## src/hw/rtl/fwpd_pkg.sv

```systemverilog
// Package for the four-wheel incremental PD speed controller.
// Holds the item and result payload types, register index codes and fixed constants.
// Depends on nothing; used by four_wheel_incremental_pd_speed.
package fwpd_pkg;

  localparam int WHEEL_COUNT_DEFAULT = 4;
  localparam int DRIVE_BITS_DEFAULT  = 11;

  // Wheels that have fields of their own in the item and the result.
  localparam int FIELD_WHEELS     = 4;
  localparam int COUNT_BITS       = 10;
  localparam int DRIVE_FIELD_BITS = 11;
  localparam int SPEED_BITS       = 10;
  localparam int GAIN_BITS        = 10;
  localparam int WORD_BITS        = 32;
  localparam int OFFSET_BITS      = 8;
  localparam int ERR_BITS         = 7;

  localparam int ERR_LIMIT        = 50;
  localparam int FIXED_DRIVE      = 60;
  localparam int BASE_THRESHOLD   = 60;
  localparam int LOW_BASE_MARGIN  = 60;
  localparam int HI_MARGIN        = 200;
  localparam int HI_MARGIN_WHEEL1 = 150;

  localparam logic [GAIN_BITS-1:0] PROP_GAIN_RESET  = 10'd154;
  localparam logic [GAIN_BITS-1:0] DERIV_GAIN_RESET = 10'd128;

  localparam int CFG_INDEX_BITS = 3;
  localparam logic [CFG_INDEX_BITS-1:0] REG_BASE_SPEED     = 3'd0;
  localparam logic [CFG_INDEX_BITS-1:0] REG_TARGET_OFFSETS = 3'd1;
  localparam logic [CFG_INDEX_BITS-1:0] REG_PROP_GAIN      = 3'd2;
  localparam logic [CFG_INDEX_BITS-1:0] REG_DERIV_GAIN     = 3'd3;
  localparam logic [CFG_INDEX_BITS-1:0] REG_DISTANCE_LIMIT = 3'd4;
  localparam logic [CFG_INDEX_BITS-1:0] REG_STOP_ENABLE    = 3'd5;
  localparam logic [CFG_INDEX_BITS-1:0] REG_FIXED_MODE     = 3'd6;

  typedef struct packed {
    logic                  restart;
    logic [COUNT_BITS-1:0] wheel0_count;
    logic [COUNT_BITS-1:0] wheel1_count;
    logic [COUNT_BITS-1:0] wheel2_count;
    logic [COUNT_BITS-1:0] wheel3_count;
  } item_t;

  typedef struct packed {
    logic [DRIVE_FIELD_BITS-1:0] drive0;
    logic [DRIVE_FIELD_BITS-1:0] drive1;
    logic [DRIVE_FIELD_BITS-1:0] drive2;
    logic [DRIVE_FIELD_BITS-1:0] drive3;
    logic                        stop_request;
  } result_t;

endpackage

```

## src/hw/rtl/four_wheel_incremental_pd_speed.sv

```systemverilog
// Top level of the four-wheel incremental PD speed controller.
// Item register, per-wheel PD and clamp lanes, distance tracking and result register.
// Depends on fwpd_pkg for payload types, register codes and constants.
//
//   channel  | direction | handshake                | payload
//   ---------+-----------+--------------------------+------------------------------
//   item     | in        | item_valid / item_stall  | item (restart, four counts)
//   result   | out       | result_valid / result_stall | result (four drives, stop)
//   cfg      | in        | cfg_valid / cfg_ready    | cfg_index, cfg_data
//
// An item is captured in the item register, then combinational lane logic loads the result
// register; a stalled result holds the item in the item register. One item per cycle is
// sustained while the result is not stalled. The controller state updates as an item moves
// into the result register.
// A stalled result holds, and the item register takes a transfer while it is empty or the
// result register is free or being emptied. Synchronous reset sets the controller state,
// configuration and valid flags to their reset values; configuration writes are always accepted.
module four_wheel_incremental_pd_speed #(
  parameter int WHEEL_COUNT = fwpd_pkg::WHEEL_COUNT_DEFAULT,
  parameter int DRIVE_BITS  = fwpd_pkg::DRIVE_BITS_DEFAULT
) (
  input  logic                                clk,
  input  logic                                rst,
  input  logic                                item_valid,
  output logic                                item_stall,
  input  fwpd_pkg::item_t                     item,
  output logic                                result_valid,
  input  logic                                result_stall,
  output fwpd_pkg::result_t                   result,
  input  logic                                cfg_valid,
  output logic                                cfg_ready,
  input  logic [fwpd_pkg::CFG_INDEX_BITS-1:0] cfg_index,
  input  logic [fwpd_pkg::WORD_BITS-1:0]      cfg_data
);

  localparam int SW = ((DRIVE_BITS > fwpd_pkg::DRIVE_FIELD_BITS) ? DRIVE_BITS
                       : fwpd_pkg::DRIVE_FIELD_BITS) + 2;
  localparam int DRIVE_MAX_INT = (1 << DRIVE_BITS) - 1;
  localparam int FW = fwpd_pkg::FIELD_WHEELS;
  localparam int CB = fwpd_pkg::COUNT_BITS;
  localparam int EB = fwpd_pkg::ERR_BITS;
  localparam int DFB = fwpd_pkg::DRIVE_FIELD_BITS;

  // Configuration registers.
  logic [fwpd_pkg::SPEED_BITS-1:0] base_speed;
  logic [fwpd_pkg::WORD_BITS-1:0]  wheel_target_offsets;
  logic [fwpd_pkg::GAIN_BITS-1:0]  prop_gain;
  logic [fwpd_pkg::GAIN_BITS-1:0]  deriv_gain;
  logic [fwpd_pkg::WORD_BITS-1:0]  distance_limit;
  logic                            distance_stop_enable;
  logic                            fixed_output_mode;

  // Controller state.
  logic [DRIVE_BITS-1:0]          previous_drive [WHEEL_COUNT];
  logic signed [EB-1:0]           previous_error [WHEEL_COUNT];
  logic [fwpd_pkg::WORD_BITS-1:0] distance_total;
  logic                           distance_armed;

  // Pipeline registers.
  fwpd_pkg::item_t stage_item;
  logic            stage_valid;

  logic out_free;
  logic advance;

  assign cfg_ready = 1'b1;

  always_ff @(posedge clk) begin
    if (rst) begin
      base_speed           <= '0;
      wheel_target_offsets <= '0;
      prop_gain            <= fwpd_pkg::PROP_GAIN_RESET;
      deriv_gain           <= fwpd_pkg::DERIV_GAIN_RESET;
      distance_limit       <= '0;
      distance_stop_enable <= 1'b0;
      fixed_output_mode    <= 1'b0;
    end else if (cfg_valid && cfg_ready) begin
      unique case (cfg_index)
        fwpd_pkg::REG_BASE_SPEED:     base_speed <= cfg_data[fwpd_pkg::SPEED_BITS-1:0];
        fwpd_pkg::REG_TARGET_OFFSETS: wheel_target_offsets <= cfg_data;
        fwpd_pkg::REG_PROP_GAIN:      prop_gain <= cfg_data[fwpd_pkg::GAIN_BITS-1:0];
        fwpd_pkg::REG_DERIV_GAIN:     deriv_gain <= cfg_data[fwpd_pkg::GAIN_BITS-1:0];
        fwpd_pkg::REG_DISTANCE_LIMIT: distance_limit <= cfg_data;
        fwpd_pkg::REG_STOP_ENABLE:    distance_stop_enable <= cfg_data[0];
        fwpd_pkg::REG_FIXED_MODE:     fixed_output_mode <= cfg_data[0];
        default: ;
      endcase
    end
  end

  // Handshake: the result register can load when it is empty or being emptied.
  assign out_free   = !result_valid || !result_stall;
  assign advance    = stage_valid && out_free;
  assign item_stall = stage_valid && !out_free;

  always_ff @(posedge clk) begin
    if (rst) begin
      stage_valid <= 1'b0;
    end else if (item_valid && !item_stall) begin
      stage_valid <= 1'b1;
    end else if (advance) begin
      stage_valid <= 1'b0;
    end
  end

  always_ff @(posedge clk) begin
    if (item_valid && !item_stall) begin
      stage_item <= item;
    end
  end

  // Clamp window for the lanes; wheel 1 has its own high limit when the base is above the
  // threshold. The low limit is base/5, exact for a 10-bit base as (base * 205) >> 10.
  logic                   base_high;
  logic [DFB-1:0]         hi_main;
  logic [DFB-1:0]         hi_wheel1;
  logic [19:0]            lo_product;
  logic [7:0]             lo_limit;

  always_comb begin
    base_high  = base_speed > fwpd_pkg::SPEED_BITS'(fwpd_pkg::BASE_THRESHOLD);
    hi_main    = base_high ? (DFB'(base_speed) + DFB'(fwpd_pkg::HI_MARGIN))
                           : (DFB'(base_speed) + DFB'(fwpd_pkg::LOW_BASE_MARGIN));
    hi_wheel1  = base_high ? (DFB'(base_speed) + DFB'(fwpd_pkg::HI_MARGIN_WHEEL1))
                           : hi_main;
    lo_product = 20'(base_speed) * 20'd205;
    lo_limit   = lo_product[17:10];
  end

  logic [CB-1:0] field_count [FW];
  assign field_count[0] = stage_item.wheel0_count;
  assign field_count[1] = stage_item.wheel1_count;
  assign field_count[2] = stage_item.wheel2_count;
  assign field_count[3] = stage_item.wheel3_count;

  logic [DRIVE_BITS-1:0]  lane_drive [WHEEL_COUNT];
  logic signed [EB-1:0]   lane_error [WHEEL_COUNT];
  logic [DFB-1:0]         lane_field [WHEEL_COUNT];

  for (genvar p = 0; p < WHEEL_COUNT; p++) begin : g_lane
    logic [CB-1:0]          cnt;
    logic [7:0]             offset;
    logic [DFB-1:0]         hi_limit;
    logic signed [12:0]     err_raw;
    logic signed [EB-1:0]   err;
    logic signed [17:0]     prod_p;
    logic signed [17:0]     bias_p;
    logic signed [9:0]      term_p;
    logic signed [7:0]      err_delta;
    logic signed [18:0]     prod_d;
    logic signed [18:0]     bias_d;
    logic signed [9:0]      term_d;
    logic signed [SW-1:0]   sum;
    logic signed [SW-1:0]   hi_ext;
    logic signed [SW-1:0]   lo_ext;
    logic signed [SW-1:0]   clamp_hi;
    logic signed [SW-1:0]   clamp_lo;
    logic signed [SW-1:0]   clamp_sat;

    // Lanes without item fields see a count of zero and no offset.
    if (p < FW) begin : g_field
      assign cnt    = field_count[p];
      assign offset = wheel_target_offsets[8*p +: 8];
    end else begin : g_extra
      assign cnt    = '0;
      assign offset = '0;
    end

    if (p == 1) begin : g_hi1
      assign hi_limit = hi_wheel1;
    end else begin : g_hi
      assign hi_limit = hi_main;
    end

    always_comb begin
      err_raw = $signed({3'b000, base_speed}) + $signed({{5{offset[7]}}, offset})
              - $signed({3'b000, cnt});
      if (err_raw > 13'sd50) begin
        err = EB'(fwpd_pkg::ERR_LIMIT);
      end else if (err_raw < -13'sd50) begin
        err = -EB'(fwpd_pkg::ERR_LIMIT);
      end else begin
        err = err_raw[EB-1:0];
      end

      // Division by 256 rounding toward zero: bias negative products first.
      prod_p = $signed({8'd0, prop_gain}) * $signed({{11{err[EB-1]}}, err});
      bias_p = prod_p + (prod_p[17] ? 18'sd255 : 18'sd0);
      term_p = bias_p[17:8];

      err_delta = $signed({previous_error[p][EB-1], previous_error[p]})
                - $signed({err[EB-1], err});
      prod_d = $signed({9'd0, deriv_gain}) * $signed({{11{err_delta[7]}}, err_delta});
      bias_d = prod_d + (prod_d[18] ? 19'sd255 : 19'sd0);
      term_d = bias_d[17:8];

      sum = $signed({{(SW-DRIVE_BITS){1'b0}}, previous_drive[p]})
          + $signed({{(SW-10){term_p[9]}}, term_p})
          + $signed({{(SW-10){term_d[9]}}, term_d});

      hi_ext = $signed({{(SW-DFB){1'b0}}, hi_limit});
      lo_ext = $signed({{(SW-8){1'b0}}, lo_limit});

      // A negative sum falls below the low limit and takes it.
      clamp_hi  = (sum > hi_ext) ? hi_ext : sum;
      clamp_lo  = (clamp_hi < lo_ext) ? lo_ext : clamp_hi;
      clamp_sat = (clamp_lo > $signed(SW'(DRIVE_MAX_INT))) ? $signed(SW'(DRIVE_MAX_INT))
                                                          : clamp_lo;
    end

    assign lane_drive[p] = clamp_sat[DRIVE_BITS-1:0];
    assign lane_error[p] = err;
    assign lane_field[p] = clamp_sat[DFB-1:0];
  end

  // Result drive fields; wheels beyond the lane count read zero.
  logic [DFB-1:0] field_drive [FW];

  for (genvar p = 0; p < FW; p++) begin : g_out
    if (p < WHEEL_COUNT) begin : g_used
      assign field_drive[p] = fixed_output_mode ? DFB'(fwpd_pkg::FIXED_DRIVE)
                            : (stage_item.restart ? '0 : lane_field[p]);
    end else begin : g_unused
      assign field_drive[p] = '0;
    end
  end

  // The distance is updated before the limit is compared.
  logic [fwpd_pkg::WORD_BITS-1:0] distance_sum;
  logic                           stop_fire;

  always_comb begin
    distance_sum = distance_total + fwpd_pkg::WORD_BITS'(stage_item.wheel3_count);
    stop_fire    = distance_armed && (distance_sum > distance_limit) && !stage_item.restart;
  end

  always_ff @(posedge clk) begin
    if (rst) begin
      for (int k = 0; k < WHEEL_COUNT; k++) begin
        previous_drive[k] <= '0;
        previous_error[k] <= '0;
      end
      distance_total <= '0;
      distance_armed <= 1'b0;
    end else if (advance) begin
      if (stage_item.restart) begin
        for (int k = 0; k < WHEEL_COUNT; k++) begin
          previous_drive[k] <= '0;
          previous_error[k] <= '0;
        end
        distance_total <= '0;
        distance_armed <= distance_stop_enable;
      end else begin
        for (int k = 0; k < WHEEL_COUNT; k++) begin
          previous_drive[k] <= lane_drive[k];
          previous_error[k] <= lane_error[k];
        end
        distance_total <= distance_sum;
        if (stop_fire) begin
          distance_armed <= 1'b0;
        end
      end
    end
  end

  always_ff @(posedge clk) begin
    if (rst) begin
      result_valid <= 1'b0;
    end else if (advance) begin
      result_valid <= 1'b1;
    end else if (!result_stall) begin
      result_valid <= 1'b0;
    end
  end

  always_ff @(posedge clk) begin
    if (advance) begin
      result.drive0       <= field_drive[0];
      result.drive1       <= field_drive[1];
      result.drive2       <= field_drive[2];
      result.drive3       <= field_drive[3];
      result.stop_request <= stop_fire;
    end
  end

endmodule
```

## config.mk

```make
export PLATFORM = sky130hd
export DESIGN_NAME = four_wheel_incremental_pd_speed
export DESIGN_NICKNAME = d
export VERILOG_FILES = /design/src/hw/rtl/fwpd_pkg.sv /design/src/hw/rtl/four_wheel_incremental_pd_speed.sv
export SDC_FILE = /design/constraint.sdc
export NUM_CORES = 2
export LEC_CHECK = 0
export BUFFER_PORTS_ARGS = -buffer_cell sky130_fd_sc_hd__buf_2
export CORE_MARGIN = 2
export CORE_UTILIZATION = 66
export DETAILED_ROUTE_END_ITERATION = 7
export GPL_TIMING_DRIVEN = 0
export PLACE_DENSITY = 0.95
export SYNTH_ARGS = -nofsm -noshare
export SYNTH_HDL_FRONTEND = slang
export SYNTH_SLANG_ARGS = --single-unit
```

## constraint.sdc

```tcl
create_clock -name clk -period 40.3 [get_ports clk]
set_clock_uncertainty 0.05 [all_clocks]
set_input_delay 10.075 -clock clk [delete_from_list [all_inputs] [get_ports clk]]
set_output_delay 10.075 -clock clk [all_outputs]
set_load 0.005 [all_outputs]
```

======== Yosys cells after proc, flatten, opt, wreduce, memory -nomap -nowiden ========
Memory sizes are Yosys's and may differ from the RTL's.
Cells that the tools add are included.
word-level totals
  register bits ........................... 217
  RAM bits ................................ 72
  input port bits ......................... 81
  logic and storage cells ................. 203
  memories kept ........................... 2
memories
  name            words  bits a word  read ports  clocked after Yosys merged registers in  write ports  RTL line                               text
  previous_drive  4      11           4           0                                        4            four_wheel_incremental_pd_speed.sv:54  logic [DRIVE_BITS-1:0] previous_drive [WHEEL_COUNT];
  previous_error  4      7            4           0                                        4            four_wheel_incremental_pd_speed.sv:55  logic signed [EB-1:0] previous_error [WHEEL_COUNT];
cells by class
  add/subtract/negate cells ............... 32
  $mul .................................... 9
  order comparisons ....................... 22
  eq/ne operators ......................... 7
  mux-type cells .......................... 67
  bitwise gates (word level) .............. 16
  reductions and logical operators ........ 23
operator list
  operator               number
  $mux 11                14
  $add 18x9->18          8
  $mux 7                 16
  $mux 13                8
  $mul 11x8->19          4
  $mul 11x7->18          4
  $mux 8                 8
  $add 12x10->13         4
  $add 13x10->13         4
  $gt 13x12->1           4
  $gt 13x12->1 const B   4
  $gt 13x7->1 const B    4
  $lt 13x7->1 const B    4
  $lt 13x9->1            4
  $sub 12x11->13         4
  $add 11x8->12          4
  $add 32x10->32         1
  $gt 32x32->1           1
  $mux 32                1
  $sub 7x7->8            4
  $mux 6                 4
  $add 10x8->11 const B  2
  $mul 10x8->18 const B  1
  $mux 1                 16
  14 further kinds       48

======== Longest topological paths before layout ========
  word-level depth ........................ 17
  mapped depth ............................ 86
  mapped depth without buffers ............ 81

======== Least setup slack after synthesis ========
OpenSTA, ideal clock, no wires.
  path type ............................... input to output
  start ................................... in result_stall
  end ..................................... out item_stall
  arrival time ............................ 10.263 ns
  setup slack ............................. 19.912 ns
  stages on the path ...................... 1
  buffers on the path ..................... 0
  path through ............................ and3_1
on the way
  longest elaborated chain between the ends .. 4
RTL lines
  what                RTL line                               text
  start: declaration  four_wheel_incremental_pd_speed.sv:28  input logic result_stall,
  $logic_not 1->1     --
  $logic_or 1x1->1    four_wheel_incremental_pd_speed.sv:92  assign out_free = !result_valid || !result_stall;
  $logic_not 1->1     four_wheel_incremental_pd_speed.sv:94  assign item_stall = stage_valid && !out_free;
  $logic_and 1x1->1   four_wheel_incremental_pd_speed.sv:94
  end: declaration    four_wheel_incremental_pd_speed.sv:25  output logic item_stall,
No other way between the ends.

======== Final worst setup path ========
  start ................................... reg base_speed[1] (netlist name)
  end ..................................... reg result[23] (netlist name) (data pin)
on the way
  longest elaborated chain between the ends .. 16
RTL lines
  what                                                    RTL line                                                                        text
  start: declaration                                      four_wheel_incremental_pd_speed.sv:45                                           logic [fwpd_pkg::SPEED_BITS-1:0] base_speed;
  start signal: assignment                                four_wheel_incremental_pd_speed.sv:79                                           fwpd_pkg::REG_BASE_SPEED: base_speed <= cfg_data[fwpd_pkg::SPEED_BITS-1:0];
  $add 11x8->12 *                                         four_wheel_incremental_pd_speed.sv:176                                          err_raw = $signed({3'b000, base_speed}) + $signed({{5{offset[7]}}, offset})
  $sub 12x11->13 *                                        four_wheel_incremental_pd_speed.sv:177                                          - $signed({3'b000, cnt});
  $lt 13x7->1                                             four_wheel_incremental_pd_speed.sv:180                                          end else if (err_raw < -13'sd50) begin
  $mux 7                                                  four_wheel_incremental_pd_speed.sv:180
  $mux 7 *                                                four_wheel_incremental_pd_speed.sv:178                                          if (err_raw > 13'sd50) begin
  net g_lane[1].err[0]                                    four_wheel_incremental_pd_speed.sv:145                                          logic signed [EB-1:0] err;
  $mul 11x7->18 / $sub 7x7->8 (equally long branches)     four_wheel_incremental_pd_speed.sv:187, four_wheel_incremental_pd_speed.sv:192
  $mux 8 / $mul 11x8->19 (equally long branches)          four_wheel_incremental_pd_speed.sv:188, four_wheel_incremental_pd_speed.sv:193
  $add 18x9->18 / $mux 8 (equally long branches)          four_wheel_incremental_pd_speed.sv:188, four_wheel_incremental_pd_speed.sv:194
  $add 12x10->13 / $add 18x9->18 (equally long branches)  four_wheel_incremental_pd_speed.sv:198, four_wheel_incremental_pd_speed.sv:194
  $add 13x10->13 *                                        four_wheel_incremental_pd_speed.sv:199                                          + $signed({{(SW-10){term_d[9]}}, term_d});
  $gt 13x12->1                                            four_wheel_incremental_pd_speed.sv:205                                          clamp_hi = (sum > hi_ext) ? hi_ext : sum;
  $mux 13 *                                               four_wheel_incremental_pd_speed.sv:205
  $lt 13x9->1                                             four_wheel_incremental_pd_speed.sv:206                                          clamp_lo = (clamp_hi < lo_ext) ? lo_ext : clamp_hi;
  $mux 13 *                                               four_wheel_incremental_pd_speed.sv:206
  $gt 13x12->1                                            four_wheel_incremental_pd_speed.sv:207                                          clamp_sat = (clamp_lo > $signed(SW'(DRIVE_MAX_INT))) ? $signed(SW'(DRIVE_MAX_INT))
  $mux 11 *                                               four_wheel_incremental_pd_speed.sv:207
  end: declaration                                        four_wheel_incremental_pd_speed.sv:29                                           output fwpd_pkg::result_t result,
The timed path passes the listed nets; every way through them passes the cells marked *.
A chain may end at the register's enable or synchronous reset.

==> key figures <==
Run status
  – Status: finished, violations left
  – Failing checks: design-rule violations

Setup path
  – Critical path's slowest cell: xnor2_1
  – Worst path max stage delay: 1.00 ns
  – Critical path type: flip-flop to flip-flop
  – CP Max Fanout: 11
  – Worst R2R Setup Slack: 18.32 ns
  – Startpoint types: flip-flop
  – Critical path endpoint: result[23]
  – CP Data Required Time: 40.59 ns
  – Cell depth of the worst flop-to-flop path: 72
  – Endpoint class of the critical path: flip-flop
  – Worst EP arrival: 22.28 ns
  – Reg-to-Reg End: result[23]
  – Reg-to-Reg Start: base_speed[1]
  – CP Launch Point: base_speed[1]
  – Most frequent CP cell: a21oi_1

Route
  – Routed WL per cell: 21.8 µm
  – Initial drt markers: 4478
  – ANT nets after route: 0
  – DR vias/cell: 6.35
  – Total number of vias: 41900
  – Drc violations: 49
  – Final WL: 144 mm
  – Initial DRT Pass Iterations: 8

Synth
  – Area of the mapped netlist: 47600 µm²
  – Synth area leaders: fa_1, ha_1, edfxtp_1
  – Net count after synthesis: 6719
  – Seq/Total Area, Yosys: 15.1%
  – Yosys warns: 0
  – Top cell type's share of synthesized area: 19.7%
  – Synth area leader: fa_1
  – Netlist cell types: 113
  – Top_reg_cell synth: dfxtp_1
  – Synth Area per Inst: 8.74 µm²
  – EDFF count, synth: 140
  – Synth Instances: 5450
  – Flops & latches, synth: 289
  – Synth async-reset ratio: 0%

Clocking
  – Clock-pin slew on the worst setup and hold paths: 0.06 ns
  – TritonCTS clock tree: built
  – CTS buffer count: 34
  – H-tree Lvls: 2
  – CTS-repair resized insts: 0
  – Cts hold-fix bufs: 0
  – Clock tree buffer depth: 3
  – Root buffer cell: clkbuf_16
  – Clock latency on the worst-skew pair: 0.60 ns
  – Post-CTS Setup Inserts: 0
  – Clk sinks: 289

Global route
  – Overflow after GRT: 0
  – Largest net degree at the start of global routing: 55
  – Vias in the first global route: 42600
  – First-pass GRT wire length: 224 mm
  – Gr usage total: 38.5%
  – Initial antenna violation count: 6

Placement
  – Detailed Place HPWL: 116 mm
  – GPL Wtd Cong: 1.04
  – IO Port Bufs: 126

Timing
  – Fmax: 0.0455 GHz
  – Setup tns final: 0 ns
  – RSZ-0062 raised after global routing: no
  – Period minus WS final: 21.98 ns
  – # setup viols final: 0
  – Hold Violations, Final: 0
  – Tightest Pin Transition: 1.49 ns
  – Worst slew margin: 0.430%
  – Hold slack: 0.405 ns
  – Final period utilization: 54.5%
  – Slew Viols, Final: 0

Floorplan
  – Die X: 273 µm
  – Row count: 98
  – Die ar.: 74400 µm²
  – Core area: 71500 µm²
  – I/O Pins: 129
  – Chip height: 273 µm
  – Starting density of the core: 66.6%

Final layout
  – Area delta synth->final: 6.35%
  – Commonest non-fill, non-tap cells in the layout: inv_1, ha_1, nand2_1, fa_1, a21oi_1
  – Layout cells sized above 1: 5.52%
  – Final #Nets: 6883
  – Commonest non-fill, non-tap cell in the layout: inv_1

Job
  – Max Cap Violations: 0

Hold path
  – Worst hold path startpoint: distance_limit[6]
  – Min-Delay Path Class: flip-flop to flip-flop
-- metal layers --
layer	vias to the layer above	routed length, µm	track usage, %
met4	6	13000	29.3
li1	18500	-	-
met2	2734	63700	61.0
met3	855	17300	10.6
met1	19700	49600	44.4
met5	-	42	0
-- metrics by stage --
stage	cells	setup WS [ns]	instance area [µm²]	utilization (%)
6_report	6590	18.32	50700	70.9
5_1_grt	6588	17.78	50700	70.9
3_5_place_dp	6527	19.45	49500	69.2
2_1_floorplan	5450	19.91	47600	-
4_1_cts	6587	19.24	50700	70.9
3_3_place_gp	6526	19.67	49500	69.2
-- worst min path at each step --
stage                               endpoint  cells past startpoint
finish                     distance_limit[6]                      2
global route        wheel_target_offsets[19]                      2
CTS                       distance_limit[29]                      2
detailed placement        distance_limit[29]                      2
global placement           distance_limit[6]                      2
floorplan                  distance_total[0]                      2
-- synth_stat cells (all sizes together) (37+ instances only) --
cell type and n:
fa 470, and2 310, clkbuf 162, o21a 54, o21ai 148, mux2i 51
ha 718, nand2b 63, nor3 78, edfxtp 140, nor2b 130, inv 806
a21o 114, a211oi 64, nand2 501, nand4 37, nor2 248, and3 37
xnor2 194, dfxtp 149, a21oi 331, a221oi 37, or2 40, xor2 123
nand3 73
-- final cells by class --
class,instances,area [µm²]
Fill cell,4938,20800
Multi-Input combinational cell,4168,36700
Antenna cell,2,5.00
Clock inverter,22,254
Clock buffer,38,897
Timing Repair Buffer,128,658
Buffer,185,722
Inverter,808,3030
Sequential cell,289,7190
Tap cell,950,1190
-- sequential cells by signal (all words and copies together), names as in the netlist --
name,flops
g_lane.cnt,40
stage_valid,1
distance_stop_enable,1
stage_item,1
result,45
wheel_target_offsets,32
distance_limit,32
distance_armed,1
prop_gain,10
result_valid,1
fixed_output_mode,1
deriv_gain,10
previous_drive,44
base_speed,10
distance_total,32
previous_error,28
-- cells by family after synthesis --
kind of cell	count (synthesis)	share of synthesized area [%]
compound gates	994	14.0
xor+xnor	317	5.86
fa+ha+maj	1188	38.6
buf+inv	993	7.88
flops	289	15.1
mux	59	1.34
other cells	1	0.00787
simple gates	1609	17.2
-- worst max-delay path, delay by kind of cell, from the launching register on --
kind / cells / cell delay, ns
adder cells (fa/ha/maj): 15 / 6.44
multiplexers: 1 / 0.47
flip-flops: 1 / 0.70
AND/OR/NAND/NOR: 10 / 2.31
AO/OA/AOI/OAI: 32 / 7.64
buffers and inverters: 11 / 2.27
XOR/XNOR: 3 / 1.82
Power is left out: the tool's default activity adds up to more than one toggle a clock period on the data nets, which glitch-free logic cannot reach.
